### src/rtl/sdcf_pkg.sv
// Package: payload types, datagram constants and CRC8 helper for the config framer.
`default_nettype none
package sdcf_pkg;

  localparam logic [7:0]  SYNC_BYTE    = 8'h05;
  localparam logic [7:0]  WRITE_FLAG   = 8'h80;
  localparam logic [7:0]  CRC_POLY     = 8'h07;
  localparam logic [7:0]  REG_GLOBAL   = 8'h00;
  localparam logic [7:0]  REG_CHOPPER  = 8'h6C;
  localparam logic [7:0]  REG_CURRENT  = 8'h10;
  localparam logic [31:0] GLOBAL_DATA  = 32'h0000_00C1;
  localparam logic [31:0] CHOPPER_BASE = 32'h1000_0053;
  localparam logic [7:0]  HOLD_DELAY   = 8'h06;
  localparam logic [3:0]  CODE_DEFAULT = 4'd4;

  localparam logic [1:0]  FRM_GLOBAL   = 2'd0;
  localparam logic [1:0]  FRM_CHOPPER  = 2'd1;
  localparam logic [1:0]  FRM_CURRENT  = 2'd2;

  localparam logic [2:0]  POS_SYNC     = 3'd0;
  localparam logic [2:0]  POS_ADDR     = 3'd1;
  localparam logic [2:0]  POS_REG      = 3'd2;
  localparam logic [2:0]  POS_D3       = 3'd3;
  localparam logic [2:0]  POS_D2       = 3'd4;
  localparam logic [2:0]  POS_D1       = 3'd5;
  localparam logic [2:0]  POS_D0       = 3'd6;
  localparam logic [2:0]  POS_CRC      = 3'd7;

  localparam logic [4:0]  LAST_BYTE    = 5'd23;

  typedef struct packed {
    logic [7:0]  node_address;
    logic [15:0] microstep_count;
    logic [7:0]  run_current;
    logic [7:0]  hold_current;
  } in_t;

  typedef struct packed {
    logic [7:0] tx_byte;
    logic       frame_end;
    logic       last;
  } out_t;

  typedef struct packed {
    logic [7:0] addr;
    logic [3:0] code;
    logic [4:0] run;
    logic [4:0] hold;
  } job_t;

  function automatic logic [7:0] crc8_byte(input logic [7:0] crc_in,
                                           input logic [7:0] data_in);
    logic [7:0] c;
    logic       fb;
    c = crc_in;
    for (int i = 0; i < 8; i++) begin
      fb = c[7] ^ data_in[i];
      c  = {c[6:0], 1'b0} ^ (fb ? CRC_POLY : 8'h00);
    end
    return c;
  endfunction

endpackage
`default_nettype wire

### src/rtl/sdcf_front.sv
// Front end: classifies a request into a compact job (resolution code, masked currents).
`default_nettype none
module sdcf_front
  import sdcf_pkg::*;
(
  input  wire in_t  req,
  output job_t      job
);

  logic [3:0] code;

  always_comb begin
    case (req.microstep_count)
      16'd256: code = 4'd0;
      16'd128: code = 4'd1;
      16'd64:  code = 4'd2;
      16'd32:  code = 4'd3;
      16'd16:  code = 4'd4;
      16'd8:   code = 4'd5;
      16'd4:   code = 4'd6;
      16'd2:   code = 4'd7;
      16'd1:   code = 4'd8;
      default: code = CODE_DEFAULT;
    endcase
  end

  always_comb begin
    job.addr = req.node_address;
    job.code = code;
    job.run  = req.run_current[4:0];
    job.hold = req.hold_current[4:0];
  end

endmodule
`default_nettype wire

### src/rtl/sdcf_queue.sv
// Two-entry job queue between the classifier and the datagram sequencer.
`default_nettype none
module sdcf_queue
  import sdcf_pkg::*;
(
  input  wire       clk,
  input  wire       rst_n,
  input  wire       push,
  input  wire job_t push_job,
  output logic      full,
  input  wire       pop,
  output logic      head_valid,
  output job_t      head_job
);

  job_t       mem_r [2];
  logic       wr_ptr_r, wr_ptr_nxt;
  logic       rd_ptr_r, rd_ptr_nxt;
  logic [1:0] cnt_r, cnt_nxt;

  assign full       = (cnt_r == 2'd2);
  assign head_valid = (cnt_r != 2'd0);
  assign head_job   = mem_r[rd_ptr_r];

  always_comb begin
    wr_ptr_nxt = push ? ~wr_ptr_r : wr_ptr_r;
    rd_ptr_nxt = pop ? ~rd_ptr_r : rd_ptr_r;
    cnt_nxt    = cnt_r + {1'b0, push} - {1'b0, pop};
  end

  always_ff @(posedge clk) begin
    if (!rst_n) begin
      wr_ptr_r <= 1'b0;
      rd_ptr_r <= 1'b0;
      cnt_r    <= 2'd0;
    end else begin
      wr_ptr_r <= wr_ptr_nxt;
      rd_ptr_r <= rd_ptr_nxt;
      cnt_r    <= cnt_nxt;
    end
  end

  always_ff @(posedge clk) begin
    if (push) begin
      mem_r[wr_ptr_r] <= push_job;
    end
  end

endmodule
`default_nettype wire

### src/rtl/sdcf_back.sv
// Back end: walks 24 datagram bytes per job, running CRC8, registered output.
`default_nettype none
module sdcf_back
  import sdcf_pkg::*;
(
  input  wire       clk,
  input  wire       rst_n,
  input  wire       job_valid,
  input  wire job_t job,
  output logic      job_pop,
  output logic      out_valid,
  input  wire       out_ready,
  output out_t      out_data
);

  logic [4:0]  cnt_r, cnt_nxt;
  logic [7:0]  crc_r, crc_nxt;
  logic        out_valid_r, out_valid_nxt;
  out_t        out_r;
  logic        advance;
  logic [1:0]  frm;
  logic [2:0]  pos;
  logic [7:0]  reg_byte;
  logic [31:0] data;
  logic [7:0]  byte_val;
  logic [7:0]  crc_base;

  assign frm       = cnt_r[4:3];
  assign pos       = cnt_r[2:0];
  assign advance   = job_valid && (!out_valid_r || out_ready);
  assign job_pop   = advance && (cnt_r == LAST_BYTE);
  assign out_valid = out_valid_r;
  assign out_data  = out_r;

  always_comb begin
    case (frm)
      FRM_GLOBAL: begin
        reg_byte = REG_GLOBAL;
        data     = GLOBAL_DATA;
      end
      FRM_CHOPPER: begin
        reg_byte = REG_CHOPPER;
        data     = CHOPPER_BASE | {4'h0, job.code, 24'h00_0000};
      end
      FRM_CURRENT: begin
        reg_byte = REG_CURRENT;
        data     = {8'h00, HOLD_DELAY, 3'b000, job.run, 3'b000, job.hold};
      end
      default: begin
        reg_byte = REG_GLOBAL;
        data     = GLOBAL_DATA;
      end
    endcase
  end

  always_comb begin
    case (pos)
      POS_SYNC: byte_val = SYNC_BYTE;
      POS_ADDR: byte_val = job.addr;
      POS_REG:  byte_val = reg_byte | WRITE_FLAG;
      POS_D3:   byte_val = data[31:24];
      POS_D2:   byte_val = data[23:16];
      POS_D1:   byte_val = data[15:8];
      POS_D0:   byte_val = data[7:0];
      POS_CRC:  byte_val = crc_r;
      default:  byte_val = SYNC_BYTE;
    endcase
  end

  always_comb begin
    crc_base      = (pos == POS_SYNC) ? 8'h00 : crc_r;
    crc_nxt       = crc_r;
    cnt_nxt       = cnt_r;
    out_valid_nxt = out_valid_r;
    if (out_ready) begin
      out_valid_nxt = 1'b0;
    end
    if (advance) begin
      crc_nxt       = crc8_byte(crc_base, byte_val);
      cnt_nxt       = (cnt_r == LAST_BYTE) ? 5'd0 : cnt_r + 5'd1;
      out_valid_nxt = 1'b1;
    end
  end

  always_ff @(posedge clk) begin
    if (!rst_n) begin
      cnt_r       <= 5'd0;
      out_valid_r <= 1'b0;
    end else begin
      cnt_r       <= cnt_nxt;
      out_valid_r <= out_valid_nxt;
    end
  end

  always_ff @(posedge clk) begin
    crc_r <= crc_nxt;
    if (advance) begin
      out_r.tx_byte   <= byte_val;
      out_r.frame_end <= (pos == POS_CRC);
      out_r.last      <= (cnt_r == LAST_BYTE);
    end
  end

endmodule
`default_nettype wire

### src/rtl/stepper_driver_config_framer.sv
// Top level: stepper driver config framer, three CRC8 write datagrams per request.
// A request passes through the job queue and then the registered output stage of the byte sequencer.
// One byte per cycle while out_ready allows, 24 bytes per request, set by the byte sequencer.
// A two-entry job queue holds the request being sent plus one waiting request.
// Reset (synchronous, rst_n low) empties the queue, the byte counter and the output.
`default_nettype none
module stepper_driver_config_framer
  import sdcf_pkg::*;
(
  input  wire      clk,
  input  wire      rst_n,
  input  wire      in_valid,
  output logic     in_ready,
  input  wire in_t in_data,
  output logic     out_valid,
  input  wire      out_ready,
  output out_t     out_data
);

  job_t q_in_job;
  job_t q_head_job;
  logic q_full;
  logic q_head_valid;
  logic q_pop;

  assign in_ready = !q_full;

  sdcf_front u_front (
    .req (in_data),
    .job (q_in_job)
  );

  sdcf_queue u_queue (
    .clk        (clk),
    .rst_n      (rst_n),
    .push       (in_valid && in_ready),
    .push_job   (q_in_job),
    .full       (q_full),
    .pop        (q_pop),
    .head_valid (q_head_valid),
    .head_job   (q_head_job)
  );

  sdcf_back u_back (
    .clk       (clk),
    .rst_n     (rst_n),
    .job_valid (q_head_valid),
    .job       (q_head_job),
    .job_pop   (q_pop),
    .out_valid (out_valid),
    .out_ready (out_ready),
    .out_data  (out_data)
  );

endmodule
`default_nettype wire
### config.mk
export PLATFORM = sky130hd
export DESIGN_NAME = stepper_driver_config_framer
export DESIGN_NICKNAME = d
export VERILOG_FILES = /design/src/rtl/sdcf_pkg.sv /design/src/rtl/sdcf_front.sv /design/src/rtl/sdcf_queue.sv /design/src/rtl/sdcf_back.sv /design/src/rtl/stepper_driver_config_framer.sv
export SDC_FILE = /design/constraint.sdc
export NUM_CORES = 1
export LEC_CHECK = 0
export BUFFER_PORTS_ARGS = -buffer_cell sky130_fd_sc_hd__buf_2
export CAP_MARGIN = 15
export CORE_MARGIN = 1
export CORE_UTILIZATION = 28
export CTS_BUF_LIST = sky130_fd_sc_hd__clkbuf_16
export DETAILED_ROUTE_END_ITERATION = 8
export GPL_ROUTABILITY_DRIVEN = 0
export SLEW_MARGIN = 10
export SYNTH_ARGS = -nofsm -noshare
export SYNTH_HDL_FRONTEND = slang
export SYNTH_SLANG_ARGS = --single-unit
### constraint.sdc
create_clock -name clk -period 3 [get_ports clk]
set_input_delay 0.15 -clock clk [delete_from_list [all_inputs] [get_ports clk]]
set_output_delay 0.15 -clock clk [all_outputs]
set_load 0.01 [all_outputs]
Word level (Yosys, flattened, before mapping)

Memory sizes are Yosys's and may differ from the RTL's. A register that Yosys moved wholly into a read port is not among the register bits.
Index checks and enable logic that the tools add are counted.

Register bits: 28
Memory bits (writable): 44
Output and inout bits: 12
Word-level logic and storage cells: 79
Memories kept: 1

$add $sub $neg: 3
Equal/unequal tests: 19
Mux-type cells: 20
Bitwise logic cells: 18
Reduce and logical (&&, ||, !) cells: 9

Memories:

| memory        | depth | bits a word | read ports | clocked after Yosys merged registers in | write ports | RTL line         | source |
|---|---|---|---|---|---|---|---|
| u_queue.mem_r | 2     | 22          | 1          | 1                                       | 1           | sdcf_queue.sv:16 | `job_t mem_r [2];` |

Operators by type and width:

| operator                                                                | number |
|---|---|
| 8-bit case mux with 8 select lines                                      | 1 |
| 8-bit bitwise XOR                                                       | 8 |
| 29-bit case mux with 2 select lines                                     | 1 |
| 4-bit case mux with 8 select lines                                      | 1 |
| 3-bit 2-to-1 mux                                                        | 8 |
| 16-bit by 1-bit equality test with 1-bit output (second input constant) | 1 |
| 16-bit by 2-bit equality test with 1-bit output (second input constant) | 1 |
| 16-bit by 3-bit equality test with 1-bit output (second input constant) | 1 |
| 16-bit by 4-bit equality test with 1-bit output (second input constant) | 1 |
| 16-bit by 6-bit equality test with 1-bit output (second input constant) | 1 |
| 16-bit by 7-bit equality test with 1-bit output (second input constant) | 1 |
| 16-bit by 8-bit equality test with 1-bit output (second input constant) | 1 |
| 16-bit by 9-bit equality test with 1-bit output (second input constant) | 1 |
| 7-bit case mux with 2 select lines                                      | 1 |
| 3-bit equality test (second input constant)                             | 4 |
| 8-bit 2-to-1 mux                                                        | 1 |
| 1-bit bitwise XOR                                                       | 8 |
| 3-bit by 2-bit equality test with 1-bit output (second input constant)  | 2 |
| 1-bit 2-to-1 mux                                                        | 6 |
| 5-bit by 1-bit adder with 5-bit output (second input constant)          | 1 |
| 5-bit equality test (second input constant)                             | 1 |
| 5-bit 2-to-1 mux                                                        | 1 |
| 2-bit equality test (second input constant)                             | 2 |
| 2-bit nonzero test                                                      | 2 |
| 9 further kinds                                                         | 13 |

Longest topological paths before layout

Word-level depth: 27
Mapped depth: 11
Mapped depth without buffers: 10

Cells and area by module

From an unflattened synthesis, not the netlist that was laid out.

Cells, all modules: 310
Area, all modules: 3,808.7 um2

By module, submodules not included:

| module                       | instances | cells each | area an instance (um2) |
|---|---|---|---|
| sdcf_queue                   | 1         | 89         | 1,819.2 |
| sdcf_back                    | 1         | 165        | 1,617.8 |
| sdcf_front                   | 1         | 54         | 361.6 |
| stepper_driver_config_framer | 1         | 2          | 10.0 |

Worst setup path before layout

OpenSTA, ideal clock, no wires.

Path type: flip-flop to flip-flop
Start point: register u_back.cnt_r[2]
End point: register u_back.crc_r[3], data pin
Library setup time: 0.268 ns
Arrival time: 2.439 ns
Required time: 2.732 ns
Setup slack: 0.294 ns
Stages on the path, launching flop included: 11
Buffers on the path: 3
Period minus slack after synthesis: 2.706 ns
Cell sequence: dfxtp_1 buf_2 clkbuf_1 inv_1 ha_1 nand2_1 o32ai_1 or4_1 buf_2 xor2_1 xnor3_1

Word-level cells in the longest chain between the ends: 14

Ends and longest elaborated chain:

| item                                        | RTL line        | source |
|---|---|---|
| start: declaration                          | sdcf_back.sv:16 | `logic [4:0] cnt_r, cnt_nxt;` |
| start signal: assignment                    | sdcf_back.sv:90 | `cnt_r <= cnt_nxt;` |
| 3-bit equality test (tied with other cells) | sdcf_back.sv:57 | `case (pos)` |
| 8-bit case mux with 8 select lines *        | sdcf_back.sv:57 |  |
| named net u_back.byte_val[0]                | sdcf_back.sv:25 | `logic [7:0] byte_val;` |
| 1-bit bitwise XOR *                         | sdcf_pkg.sv:57  | `fb = c[7] ^ data_in[i];` |
| 3-bit 2-to-1 mux *                          | sdcf_pkg.sv:58  | `c = {c[6:0], 1'b0} ^ (fb ? CRC_POLY : 8'h00);` |
| 8-bit bitwise XOR * (6 in series)           | sdcf_pkg.sv:58  |  |
| 1-bit bitwise XOR *                         | sdcf_pkg.sv:57  |  |
| 3-bit 2-to-1 mux *                          | sdcf_pkg.sv:58  |  |
| 8-bit bitwise XOR * (2 in series)           | sdcf_pkg.sv:58  |  |
| end signal: assignment                      | sdcf_back.sv:96 | `crc_r <= crc_nxt;` |
| end: declaration                            | sdcf_back.sv:17 | `logic [7:0] crc_r, crc_nxt;` |

The timed path passes the listed nets; every way through them passes the cells marked *.
A chain may end at the register's enable or synchronous reset.

Final worst setup path

Start point: register u_back.cnt_r[3]
End point: register u_back.crc_r[3], data pin

Word-level cells in the longest chain between the ends: 15

Ends and longest elaborated chain:

| item                                                                                  | RTL line        | source |
|---|---|---|
| 2-bit equality test or 2-bit by 1-bit equality test with 1-bit output (tied branches) | sdcf_back.sv:36 | `case (frm)` |
| 29-bit case mux with 2 select lines                                                   | sdcf_back.sv:36 |  |
| 8-bit case mux with 8 select lines *                                                  | sdcf_back.sv:57 |  |
| 1-bit bitwise XOR                                                                     | sdcf_pkg.sv:57  |  |
| 3-bit 2-to-1 mux                                                                      | sdcf_pkg.sv:58  |  |
| 8-bit bitwise XOR (6 in series)                                                       | sdcf_pkg.sv:58  |  |
| 1-bit bitwise XOR                                                                     | sdcf_pkg.sv:57  |  |
| 3-bit 2-to-1 mux                                                                      | sdcf_pkg.sv:58  |  |
| 8-bit bitwise XOR * (2 in series)                                                     | sdcf_pkg.sv:58  |  |

Mark *: on every way between the ends. The rest lies on a longest branch, timed or not.

==> impl_metrics.yaml <==
synthesis:
  synth_cells: 277
  synth_edf_count: 62
  synthMostInstantiatedCell: "edfxtp_1"
  syn_nets: 333
  yosysWarnings: 0
  synth_ff_type: "edfxtp_1"
  synthesis.area_sq_um: 3627
  yosys.area.top_type_share_pct: 51.33
  ys_top_cells_by_count: "edfxtp_1, nand2_1, mux2i_1"
  yosysUniqueCellTypes: 51
  synth_seq_cells: 73
  avgSynthCellArea_sq_um: 13.09
  yosys.area.top_type: "edfxtp_1"
  synth_area_leaders: "edfxtp_1, dfxtp_1, mux2i_1"
  yosysSeqAreaShare_pct: 57.40
  async_flop_share_pct: 0
flow_run:
  max_cap_violations: 0
sta:
  setup_viol: 0
  min_period_ns: 2.712
  timing.fmax_ghz: 0.3687
  hold_viol_final: 0
  fin_ws_ns: 0.2878
  tightestPinTransition_ns: 0.4950
  maxSlewViolCount: 0
  rsz0062_at_grt: "false"
  fin_setup_tns_ns: 0
  finalCritPeriodShare_pct: 90.41
  whs_ns: 0.01089
  clock_skew_ns: 0.006297
  maxSlewHeadroom_pct: 66.69
finish:
  nets: 402
  multiInputGateArea_sq_um: 1454
  n_antenna_cell: 0
  drive_gt1_share_pct: 24.22
  seq_area_sq_um: 2082
  fillers: 1270
  area_growth_pct: 23.70
cts:
  htree_levels: 3
  clk_pin_slew_ns: 0.06
  cts.path.max_buffers: 2
  post-cts-setup-buffers: 0
  clock_latency_ns: 0.34
  cts_tree: "yes"
  numCtsBuffers: 9
  cts_sinks: 73
  cts_root_buf: "clkbuf_16"
power:
  power.static_leakage_nw: 1.643
  max-vdd-ir-drop_mv: 0.2597
  power_per_cell_area_nw_per_um2: 733.0
placement:
  dp_slack_ns: 0.2915
  place.port_buffers: 49
  hpwl_mm: 5.014
routing:
  vias: 2284
  first_pass_iters: 4
  detail_route.wl_per_cell_microns: 13.04
  ant_nets: 0
  drt-total-wl_mm: 6.818
  first_iter_violations: 113
  drc: 0
  avgViaCountPerCell: 4.367
critical_path:
  worst-path-buf-inv: 1
  cp_max_fo: 5
  critical_path.cell_chain: "inv_1 > ha_1 > nor2b_1 > nor3b_1 > or4_1 > xor2_1 > xnor3_1"
  critical_path.max_stage_delay_ns: 0.60
  end_kind: "register"
  worst-setup-path-type: "register to register"
  crit_family: "simple AND/OR/NAND/NOR gates"
  worstSetupStartpoint: "u_back.cnt_r[3]"
  arrival_ns: 2.79
  slowest_stage: "or4_1"
  r2r_slack_ns: 0.29
  r2r-start: "u_back.cnt_r[3]"
  crit_required_ns: 3.08
  cp-start-kind: "register"
floorplan:
  start_util_pct: 28.74
  die_x_microns: 115.8
  chipHeight_microns: 115.8
  ioPinCount: 56
  num_rows: 41
  coreArea_sq_um: 12620
  dieArea_sq_um: 13410
global_route:
  grt_pass1_vias: 2195
  grt_pass1_wl_mm: 10.96
  grt_util_all_layers_pct: 11.18
  antenna_found_initial: 0
  grt_start_max_net_pins: 25
  grt_overflow: 0
run_status:
  status: "finished, final reports clean"
worst_hold_path:
  hold_class: "primary input to register"
  hold_path_startpoint: "in_data[11]"
-- repair_timing --
| item | in CTS | in global routing |
|---|---|---|
| hold buffers | 9 | 2 |
| endpoints found under the hold margin | 18 | 4 |
| resized for setup | 0 | 0 |
-- worst reg2reg max path: stages (launching register included) --
cell and delay, ns:
dfxtp_1 0.41, inv_1 0.10, ha_1 0.37, nor2b_1 0.12, nor3b_1 0.15, or4_1 0.60, xor2_1 0.28, xnor3_1 0.43
-- per-stage QoR --
stage | cells | util [%] | area [sq um] | power (mW)
floorplan | 277 | - | 3627 | 2.124
detailed placement | 496 | 32.53 | 4105 | 2.342
CTS | 521 | 35.40 | 4467 | 3.332
global placement | 496 | 32.53 | 4105 | 2.317
finish | 523 | 35.55 | 4487 | 3.289
global route | 523 | 35.55 | 4487 | 3.484
-- sequential cells by signal, summed over array words and instances (netlist names), named ones only --
signal and flops:
u_queue.wr_ptr_r 1, u_queue.mem_r 44, u_queue.rd_ptr_r 1, u_back.out_valid 1, u_queue.cnt_r 2, u_back.out_data 10, u_back.cnt_r 5, u_back.crc_r 8
-- placed cells by master, fill, tap and decap left out, drive strengths merged, types with 11 or more instances in the layout --
master	n
mux2i	18
edfxtp	62
buf	59
nand2	27
dfxtp	11
xor2	14
nor2	12
dlygate4sd3	11
xnor2	14
ha	12
inv	12
-- cells by family (layout without fill, tap and decap cells) --
group,count (synthesis),count (layout),share of synthesized area [%]
AND/OR/NAND/NOR,79,79,11.11
flip-flops,73,73,57.40
AO/OA/AOI/OAI,35,35,7.382
XOR/XNOR,35,35,11.11
multiplexers,22,22,6.209
buffers and inverters,21,95,2.656
adder cells (fa/ha/maj),12,12,4.139
-- final cells by class --
cell class | count | share of cell area, %
inverters | 9 | 0.7529
repair buffers | 70 | 9.593
multi-input cells | 183 | 32.40
well taps | 172 | 4.796
clock buffers | 9 | 5.020
flip-flops and latches | 73 | 46.40
clock inverters | 7 | 1.032
-- report_power, final --
group          switching (mW)  internal, mW  leakage (nW)
clock network           0.406         0.558         0.135
logic                   0.416         0.500         0.839
registers              0.0901          1.32         0.668
-- per-layer routing --
metal	up-vias	wire length (microns)	track usage, %	share of wire, %
met5	-	0	0	0
met4	0	100	4.615	1.5
met3	9	278	4.236	4.1
met2	52	3218	18.21	47
met1	1073	3221	13.28	47
li1	1150	-	-	-
-- worst paths after layout --
kind              cells past startpoint                  end
setup / recovery                      7      u_back.crc_r[3]
hold / removal                        1  u_queue.mem_r[1][8]
setup reg to reg                      7      u_back.crc_r[3]
hold reg to reg                       2      u_back.cnt_r[1]
No activity file was read; power rests on OpenSTA's default activity.
